### src/hdl/tlblru_pkg.sv
// ----------------------------------------------------------------------------
// tlblru_pkg: shared types and constants for the translation buffer
// Field widths, command codes, score limits and the control/status bundles
// that pass between the sequencer and the datapath.
// ----------------------------------------------------------------------------
package tlblru_pkg;

	// item field widths
	localparam int CMD_W   = 2;
	localparam int VA_W    = 24;
	localparam int PA_W    = 24;
	localparam int OFF_W   = 8;
	localparam int PAGE_W  = VA_W - OFF_W;
	localparam int TIDX_W  = 14;
	localparam int TWORD_W = 24;
	localparam int SLOT_W  = 3;

	// scores run from -1 (empty entry) up to a saturating ceiling
	localparam int SCORE_W = 29;
	localparam logic signed [SCORE_W-1:0] SCORE_MAX  = 29'sh0FFFFFFF;
	localparam logic signed [SCORE_W-1:0] SCORE_NONE = -29'sd1;

	// register port
	localparam int APB_DATA_W = 32;
	localparam int PADDR_W    = 3;
	localparam int REG_IDX_W  = PADDR_W - 2;
	localparam logic [REG_IDX_W-1:0] REG_TABLE_BASE = 1'b0;

	// item commands; the fourth code is a no-op
	typedef enum logic [CMD_W-1:0] {
		CMD_XLATE    = 2'd0,
		CMD_PT_WRITE = 2'd1,
		CMD_FLUSH    = 2'd2
	} cmd_t;

	// sequencer -> datapath
	typedef struct packed {
		logic capture;      // latch the incoming item and its lookup
		logic miss_start;   // read the page table, seed the victim choice
		logic scan_step;    // compare one more entry score
		logic commit;       // finish a hit, table write, flush or no-op
		logic fill_commit;  // refill the victim and emit the miss result
	} dp_cmd_t;

	// datapath -> sequencer
	typedef struct packed {
		logic xlate;
		logic hit;
		logic free_avail;
		logic scan_last;
		logic out_free;
	} dp_stat_t;

endpackage

### src/hdl/tlblru_ctrl.sv
// ----------------------------------------------------------------------------
// tlblru_ctrl: translation buffer sequencer
// Steps one item through capture, execute, victim scan and refill.
// ----------------------------------------------------------------------------
module tlblru_ctrl (
	input  logic                  clk,
	input  logic                  arst_n,
	input  logic                  in_valid,
	output logic                  in_ready,
	input  tlblru_pkg::dp_stat_t  stat,
	output tlblru_pkg::dp_cmd_t   ctl
);

	typedef enum logic [1:0] {
		S_IDLE,
		S_EXEC,
		S_SCAN,
		S_FILL
	} state_t;

	state_t state_q;
	logic   ready_q;

	// command decode
	always_comb begin
		ctl = '0;
		case (state_q)
			S_IDLE: begin
				ctl.capture = in_valid && ready_q;
			end
			S_EXEC: begin
				if (stat.xlate && !stat.hit) begin
					ctl.miss_start = 1'b1;
				end else begin
					ctl.commit = stat.out_free;
				end
			end
			S_SCAN: begin
				ctl.scan_step = 1'b1;
			end
			S_FILL: begin
				ctl.fill_commit = stat.out_free;
			end
			default: begin
				ctl = '0;
			end
		endcase
	end

	// state and registered ready
	always_ff @(posedge clk or negedge arst_n) begin
		if (!arst_n) begin
			state_q <= S_IDLE;
			ready_q <= 1'b1;
		end else begin
			case (state_q)
				S_IDLE: begin
					if (ctl.capture) begin
						state_q <= S_EXEC;
						ready_q <= 1'b0;
					end
				end
				S_EXEC: begin
					if (ctl.miss_start) begin
						state_q <= stat.free_avail ? S_FILL : S_SCAN;
					end else if (ctl.commit) begin
						state_q <= S_IDLE;
						ready_q <= 1'b1;
					end
				end
				S_SCAN: begin
					if (stat.scan_last) begin
						state_q <= S_FILL;
					end
				end
				S_FILL: begin
					if (ctl.fill_commit) begin
						state_q <= S_IDLE;
						ready_q <= 1'b1;
					end
				end
				default: begin
					state_q <= S_IDLE;
					ready_q <= 1'b1;
				end
			endcase
		end
	end

	assign in_ready = ready_q;

endmodule

### config.mk
export PLATFORM = sky130hd
export DESIGN_NAME = tlblru_ctrl
export DESIGN_NICKNAME = d
export VERILOG_FILES = /design/src/hdl/tlblru_pkg.sv /design/src/hdl/tlblru_ctrl.sv
export SDC_FILE = /design/constraint.sdc
export NUM_CORES = 1
export LEC_CHECK = 0
export BUFFER_PORTS_ARGS = -buffer_cell sky130_fd_sc_hd__buf_4
export CAP_MARGIN = 40
export CORE_AREA = 4 4 41 43
export CTS_CLUSTER_DIAMETER = 100
export DETAILED_ROUTE_END_ITERATION = 8
export DIE_AREA = 0 0 45 47
export PLACE_DENSITY = 0.42
export SLEW_MARGIN = 20
export SYNTH_ARGS = -nofsm -noshare
export SYNTH_HDL_FRONTEND = slang
export SYNTH_SLANG_ARGS = --single-unit
### constraint.sdc
create_clock -name clk -period 1.65 [get_ports clk]
set_clock_uncertainty 0.05 [all_clocks]
set_input_delay 0.0825 -clock clk [delete_from_list [all_inputs] [get_ports clk]]
set_output_delay 0.0825 -clock clk [all_outputs]
set_load 0.03 [all_outputs]
==> results of run 1 <==
==> critical path, delay by kind of cell (launching register included) <==
kind          cells  cell delay [ns]
buf+inv           1             0.19
flops             1             0.47
simple gates      2             0.43
==> synth_stat cells <==
cell type / count / area, um2
a211oi_2: 1 / 12.5
a21oi_1: 3 / 15.0
a31oi_1: 1 / 6.26
and3_1: 1 / 6.26
buf_4: 1 / 7.51
buf_6: 1 / 11.3
dfrtp_1: 2 / 50.1
dfstp_2: 1 / 26.3
mux2_1: 1 / 11.3
nand2_1: 2 / 7.51
nand2b_1: 2 / 12.5
nand4bb_1: 1 / 11.3
nor2_1: 3 / 11.3
nor2b_1: 2 / 12.5
nor3_1: 1 / 5.00
nor3b_1: 1 / 7.51
o211ai_1: 1 / 7.51
or3b_2: 1 / 8.76
==> routing by layer <==
layer	part of all wire	wire (um)	global-route usage
met5	0	0	0
met2	0.45	288	0.0904
met4	0.042	27	0.0877
met3	0.065	42	0.0230
met1	0.44	286	0.0847
==> logic make-up (layout without fill, tap and decap cells) <==
logic type,Yosys count,in the layout,synth area share
buffers and inverters,2,18,0.0815
DFF,3,3,0.332
and+or+nand+nor,14,14,0.359
AOI/OAI and AO/OA,6,6,0.179
muxes,1,1,0.0489
==> timing repair <==
action                                 CTS  global route
hold buffers                             1             0
setup endpoints to repair                0             0
endpoints found under the hold margin    3             0
==> final cells by class <==
cell class / instances / area share
clock buffer: 4 / 0.0722
multi-input combinational: 21 / 0.371
sequential: 3 / 0.210
tap: 15 / 0.0515
timing repair buffer: 14 / 0.296
==> worst max-delay path by stage <==
stage,cells past startpoint,start,slack (ns),end
2_1_floorplan,3,state_q[0],0.11,ctl[4]
5_1_grt,3,state_q[0],0.06,ctl[4]
4_1_cts,3,state_q[0],0.17,ctl[4]
3_5_place_dp,3,state_q[0],0.30,state_q[0]
6_report,3,state_q[0],0.19,ctl[4]
3_3_place_gp,3,state_q[0],0.34,state_q[0]
==> per-stage QoR <==
stage / total power [mW] / std cells / setup WS (ns)
global route: 0.243 / 57 / 0.0574
floorplan: 0.0811 / 26 / 0.111
finish: 0.228 / 57 / 0.189
global placement: 0.0980 / 52 / 0.344
CTS: 0.236 / 57 / 0.168
detailed placement: 0.0978 / 52 / 0.304
==> power by group through the flow <==
stage	sequential (mW)	combinational (mW)	clock, mW
after CTS	0.0741	0.0249	0.137
after global placement	0.0749	0.0230	0
after detailed placement	0.0749	0.0228	0
after floorplan	0.0750	0.00610	0
after global routing	0.0740	0.0275	0.142
final	0.0741	0.0245	0.130
==> flow_summary.toml, run 1 <==
[global_route]
grt_overflow = 0
grt_max_degree = 12
antenna_found_initial = 0
grt_pass1_vias = 234
grt_pass1_wl_um = 1010
grt.total_usage = 0.0713

[synthesis]
synth_area_um2 = 230
synth_area_per_cell_um2 = 8.85
yosys.cell_types.count = 18
synth_nets = 34
yosysWarnings = 0
yosysSeqAreaShare = 0.332
ys_ff_latch = 3
synthCells = 26

[worst_setup_path]
max_stage_delay_ns = 0.47
worst_setup_path_end_kind = "primary output"
cpMaxStageDelayCell = "dfrtp_1"
r2r_slack_ns = 0.31
r2r_end = "state_q[0]"
crit_path_start_kind = "register"
cp_data_required_time_ns = 1.52
arrival_ns = 1.33
crit_type = "register to primary output"
r2r-start = "state_q[0]"
path_cells = "nand2b_1, nor3b_1, buf_4"
crit_fanout = 11
rr_worst_depth = 3

[place]
io_buffers = 13
dp_hpwl_um = 486
gp_congestion = 0.747
placed_area_um2 = 328

[pwr]
p_clk_frac = 0.568
p_seq_frac = 0.325
vdd_drop_max_uv = 252
pwr_density_cell_nw_per_um2 = 627
comb_power_share = 0.108
static-leakage-power_nw = 0.176
internal_power_mw = 0.180
switching_share = 0.209
p_switching_mw = 0.0478

[clocking]
clock_latency_ns = 0.23
clock_path_buffers = 2
cts.htree.levels = 1
cts_resized = 0
path_clk_slew_ns = 0.04
numCtsBuffers = 3
post_cts_buffers = 0
root_buffer = "clkbuf_4"
cts.sinks = 3
cts_tree = "yes"

[drt]
drt_iter0_drc = 2
viasPerCell = 4.37
ant_nets = 0
drt_wl_total_um = 645
vias = 249
drc = 0
wire_per_inst_um = 11.3
drtPass1Iterations = 4

[final_layout]
multi_input_area_um2 = 135
design_area_um2 = 364
fill_cells = 154
mostFrequentLayoutCell = "buf_4"
diodes = 0
final_core_utilization = 0.280
seqCellArea_um2 = 76.3
final_cell_mix = "13 x buf_4, 3 x nor2_1, 3 x a21oi_1, 3 x clkbuf_4"
nNetsFinal = 51
layout-drive-gt1-share = 0.452
areaGrowthSynthToFinish_pct = 58.2

[timing]
setup_violations = 0
fin_crit_ns = 1.46
fin_setup_tns_ns = 0
max_freq_ghz = 0.685
drv_slew = 0
hold_viol = 0
tightest_slew_ns = 0.312
holdWs_ns = 0.0715
rsz0062_at_grt = "no"
finalCritPeriodShare = 0.885
slew_headroom = 0.792

[floorplanning]
die_w_um = 45
io_pins = 14
dieArea_um2 = 2120
start_util = 0.177
core_area_um2 = 1300
row_count = 13
dieHeight_um = 47

[hold_path]
holdPathEnd = "in_ready"
worst_hold_path_type = "input port to register"
whs_path_depth = 3
hp-start = "stat[0]"

[job]
cap_violations = 0

[run_status]
outcome = "finished clean"
Power figures use the tool's default switching activity.
==> run 2: changes to the inputs <==
ABC_AREA = 1   (was unset)
PLACE_DENSITY = 0.43   (was 0.42)
SLEW_MARGIN = unset   (was 20)
==> run 2 against run 1 <==
Wire length down 3.6%; critical path type unchanged; first-iteration DRC count rose to 5.0 times the previous value; largest power group is now combinational cells; core utilization up 2.7 points; largest cell class unchanged.
==> flow_summary.toml, run 2 <==
[run_status]
outcome = "finished clean"

[clocking]
cts_tree = "yes"
path_clk_slew_ns = 0.04
clock_latency_ns = 0.23
cts.sinks = 3
cts.htree.levels = 1
root_buffer = "clkbuf_4"
clock_path_buffers = 2
numCtsBuffers = 3

[worst_setup_path]
crit_start = "in_ready"
arrival_ns = 1.28
path_delay_family = "flip-flops"
worst_setup_path_end_kind = "primary output"
cp_data_required_time_ns = 1.52
cpMaxStageDelayCell = "dfstp_2"
crit_type = "register to primary output"
critPathBufInv = 1
r2r-start = "in_ready"
max_stage_delay_ns = 0.53
crit_fanout = 3
path_cells = "nand2_1, nor3_1, buf_4"
crit_path_start_kind = "register"

[place]
gp_congestion = 0.662
io_buffers = 13
dp_hpwl_um = 514
pre_cts_slack_ns = 0.435
dp_cells = 68

[drt]
vias = 287
viasPerCell = 3.93
ant_nets = 0
highest_layer = "met3"
wl_met2_um = 251
drtPass1Iterations = 4
met3_wirelength_um = 63
drc = 0
drt_iter0_drc = 10
wire_per_inst_um = 8.52
wl_met1_um = 307
drt_wl_total_um = 622

[timing]
hold_viol = 0
fin_crit_ns = 1.41
rsz0062_at_grt = "no"
slew_headroom = 0.815
holdWs_ns = 0.113
max_freq_ghz = 0.707
fin_setup_tns_ns = 0
tightest_slew_ns = 0.276
layout_setup_ws_ns = 0.236
drv_slew = 0
setup_violations = 0
finalCritPeriodShare = 0.857

[final_layout]
areaGrowthSynthToFinish_pct = 61.9
final_core_utilization = 0.307
fill_cells = 153
layout-drive-gt1-share = 0.414
nNetsFinal = 67
diodes = 0
mostFrequentLayoutCell = "buf_4"
final_cell_mix = "13 x buf_4, 12 x nand2_1, 8 x inv_1"
instances_no_fill = 73

[job]
cap_violations = 0

[synthesis]
yosys.area.top_type = "dfrtp_1"
async_reset_ff_frac = 1.00
synthFlopType = "dfrtp_1"
yosysSeqAreaShare = 0.310
synthCells = 40
yosysMostFrequentCell = "nand2_1"
yosysTopAreaCellShare = 0.203
synth_nets = 48
yosysWarnings = 0
synth_area_leaders = "dfrtp_1 20%, nand2_1 18%, inv_1 12%, dfstp_2 11%, nor2_1 7.6%"
synth_commonest_cells = "12 x nand2_1, 8 x inv_1, 5 x nor2_1"
yosys.cell_types.count = 13
synth_area_um2 = 246
ys_ff_latch = 3
synth_edf_count = 0
synth_area_per_cell_um2 = 6.16

[pwr]
static-leakage-power_nw = 0.229
vdd_drop_max_uv = 630
pwr_density_cell_nw_per_um2 = 1750

[global_route]
grt_max_degree = 8
grt_pass1_vias = 231
antenna_found_initial = 0
grt.total_usage = 0.0640
grt_pass1_wl_um = 959
grt_overflow = 0

[floorplanning]
io_pins = 14
core_area_um2 = 1300
dieHeight_um = 47
die_w_um = 45
row_count = 13
start_util = 0.189
dieArea_um2 = 2120

[hold_path]
hp-start = "stat[2]"
worst_hold_path_type = "input port to register"
==> run 2: changes by cell type after synthesis, sizes merged, moves of 2 or more <==
| cell | delta |
|---|---|
| nand2 | +10 |
| inv | +9 |
| nor2 | +5 |
| nand3 | +3 |
| a21oi | -2 |
| buf | -2 |
| nand2b | -2 |
| nor2b | -2 |
==> run 2: area by class of cell <==
type	count	area, um2	area share
clock buffers	4	26.3	0.0658
flip-flops and latches	3	76.3	0.191
multi-input cells	28	136	0.342
repair buffers	14	108	0.270
inverters	9	33.8	0.0846
well taps	15	18.8	0.0470
==> run 2: logic make-up (layout without fill, tap and decap cells) <==
group           count (synthesis)  in the layout  synth area share
flops                           3              3             0.310
simple gates                   25             25             0.457
compound gates                  3              3            0.0965
buf+inv                         9             27             0.137
==> run 2: path summary, 6_finish.rpt <==
path | endpoint | slack, ns | depth (start not counted)
min in group asynchronous | state_q[0] | 0.15 | 2
worst max-delay path | ctl[4] | 0.24 | 3
worst min register to register | in_ready | 0.43 | 2
max in group asynchronous | in_ready | 1.22 | 2
worst min-delay path | state_q[0] | 0.11 | 3
worst max register to register | state_q[0] | 0.43 | 7
==> run 2: metrics by stage <==
stage | area, um2 | total power [mW]
after floorplan | 246 | 0.456
after CTS | 399 | 0.710
after global placement | 363 | 0.582
after global routing | 399 | 0.773
final | 399 | 0.700
after detailed placement | 363 | 0.575
==> run 2: layer usage <==
layer / track usage / vias up
met4: 0.0175 / 0
met1: 0.0934 / 119
met3: 0.0421 / 0
met5: 0 / -
met2: 0.0734 / 12
li1: - / 156
==> run 2: tightest hold or removal path: stages <==
cell	delay, ns
buf_4	0.08
a31oi_1	0.09
o21ai_2	0.11
==> run 2: repair_timing <==
action	in CTS	in global routing
buffers inserted	0	0
hold buffers	1	0
hold endpoints to repair	3	0
resized for setup	0	0
==> run 2: power breakdown <==
part | internal, mW | total (mW) | switching, mW
registers | 0.116 | 0.164 | 0.0482
clock network | 0.0906 | 0.129 | 0.0385
logic | 0.151 | 0.407 | 0.256
==> run 3: changes to the inputs <==
GPL_TIMING_DRIVEN = 0   (was unset)
clock period = 1.4 ns   (was 1.65 ns; I/O delays follow)
==> run 3 against run 2 <==
Register-to-register slack worse by 0.26 ns; clock power grew 16%; power rose by 28%; largest cell class unchanged; die area unchanged; cell area up 6.9%.
==> flow_summary.toml, run 3 (synthesized netlist as in run 2, its figures left out) <==
[timing]
layout_setup_ws_ns = 0.0902
holdWs_ns = 0.103
setup_violations = 0
fin_setup_tns_ns = 0
drv_slew = 0
fin_crit_ns = 1.31
hold_viol = 0
finalCritPeriodShare = 0.936
tightest_slew_ns = 0.196
slew_headroom = 0.869
rsz0062_at_grt = "no"
max_freq_ghz = 0.764

[floorplanning]
dieArea_um2 = 2120
start_util = 0.189
row_count = 13
core_area_um2 = 1300
dieHeight_um = 47
die_w_um = 45
io_pins = 14

[global_route]
grt_pass1_vias = 257
antenna_found_initial = 0
grt.total_usage = 0.0704
grt_max_degree = 8
grt_overflow = 0
grt_pass1_wl_um = 1070

[pwr]
vdd_drop_max_uv = 774
p_seq_frac = 0.219
static-leakage-power_nw = 0.239
pwr_density_cell_nw_per_um2 = 2100
p_clk_frac = 0.168
power_mw = 0.894
switching_share = 0.474
internal_power_mw = 0.470
p_switching_mw = 0.424
comb_power_share = 0.614

[final_layout]
seqCellArea_um2 = 78.8
mostFrequentLayoutCell = "buf_4"
areaGrowthSynthToFinish_pct = 73.1
instances_no_fill = 75
nNetsFinal = 69
multi_input_area_um2 = 146
final_core_utilization = 0.328
design_area_um2 = 427
diodes = 0
final_cell_mix = "15 x buf_4, 12 x nand2_1, 8 x inv_1"
fill_cells = 156
layout-drive-gt1-share = 0.483

[drt]
drt_iter0_drc = 5
drtPass1Iterations = 2
vias = 291
ant_nets = 0
viasPerCell = 3.88
drc = 0
drt_wl_total_um = 638
wire_per_inst_um = 8.51

[place]
dp_hpwl_um = 506
gp_congestion = 0.672
placed_area_um2 = 368
io_buffers = 13
pre_cts_slack_ns = 0.170
dp_cells = 68

[worst_setup_path]
r2r_slack_ns = 0.17
arrival_ns = 1.19
cp_data_required_time_ns = 1.28
r2r_end = "state_q[0]"
rr_worst_depth = 7
crit_path_start_kind = "register"
r2r-start = "in_ready"
worst_setup_path_end_kind = "primary output"
crit_type = "register to primary output"
crit_fanout = 3

[clocking]
root_buffer = "clkbuf_4"
path_clk_slew_ns = 0.04
cts.sinks = 3
cts_tree = "yes"
numCtsBuffers = 3
clock_path_buffers = 2
cts.htree.levels = 1
clock_latency_ns = 0.23

[job]
cap_violations = 0

[hold_path]
hp-start = "stat[2]"
worst_hold_path_type = "input port to register"
whs_path_depth = 3
holdPathEnd = "state_q[0]"

[run_status]
outcome = "finished clean"
-- run 3: what timing repair did --
action	CTS	global route
hold endpoints to repair	3	0
setup buffers	0	2
resized for setup	1	2
hold buffers	1	0
setup endpoints to repair	1	3
-- run 3: power by group through the flow --
| stage | sequential (mW) | combinational [mW] | clock, mW |
|---|---|---|---|
| 2_1_floorplan | 0.211 | 0.333 | 0 |
| 3_3_place_gp | 0.201 | 0.495 | 0 |
| 3_5_place_dp | 0.199 | 0.490 | 0 |
| 4_1_cts | 0.201 | 0.494 | 0.158 |
| 5_1_grt | 0.205 | 0.610 | 0.168 |
| 6_report | 0.196 | 0.549 | 0.150 |
-- run 3: layer usage --
| layer | vias to the layer above | wire, um | GRT usage |
|---|---|---|---|
| met5 | - | 0 | 0 |
| met4 | 0 | 0 | 0.0351 |
| met3 | 0 | 47 | 0.0421 |
| met2 | 8 | 281 | 0.0960 |
| met1 | 123 | 309 | 0.0868 |
| li1 | 160 | - | - |
-- run 3: layout make-up --
cell class,instances,share of cell area
Multi-Input combinational cell,28,0.343
Timing Repair Buffer,16,0.287
Sequential cell,3,0.185
Inverter,9,0.0792
Clock buffer,4,0.0616
Tap cell,15,0.0440
-- run 3: worst max path at each step --
stage | start | end | slack, ns | depth (start not counted)
after floorplan | in_ready | in_ready | 0.05 | 3
after global placement | in_ready | state_q[0] | 0.16 | 7
after detailed placement | in_ready | state_q[0] | 0.17 | 7
after CTS | register | ctl[3] | 0.03 | 4
after global routing | in_ready | ctl[4] | 0.008 | 3
final | in_ready | ctl[4] | 0.09 | 3
-- run 3: worst max-delay path, cell delays in order, from the launching register on --
cell and delay [ns]:
dfstp_2 0.53, nand2_1 0.07, nor3_2 0.16, buf_4 0.20
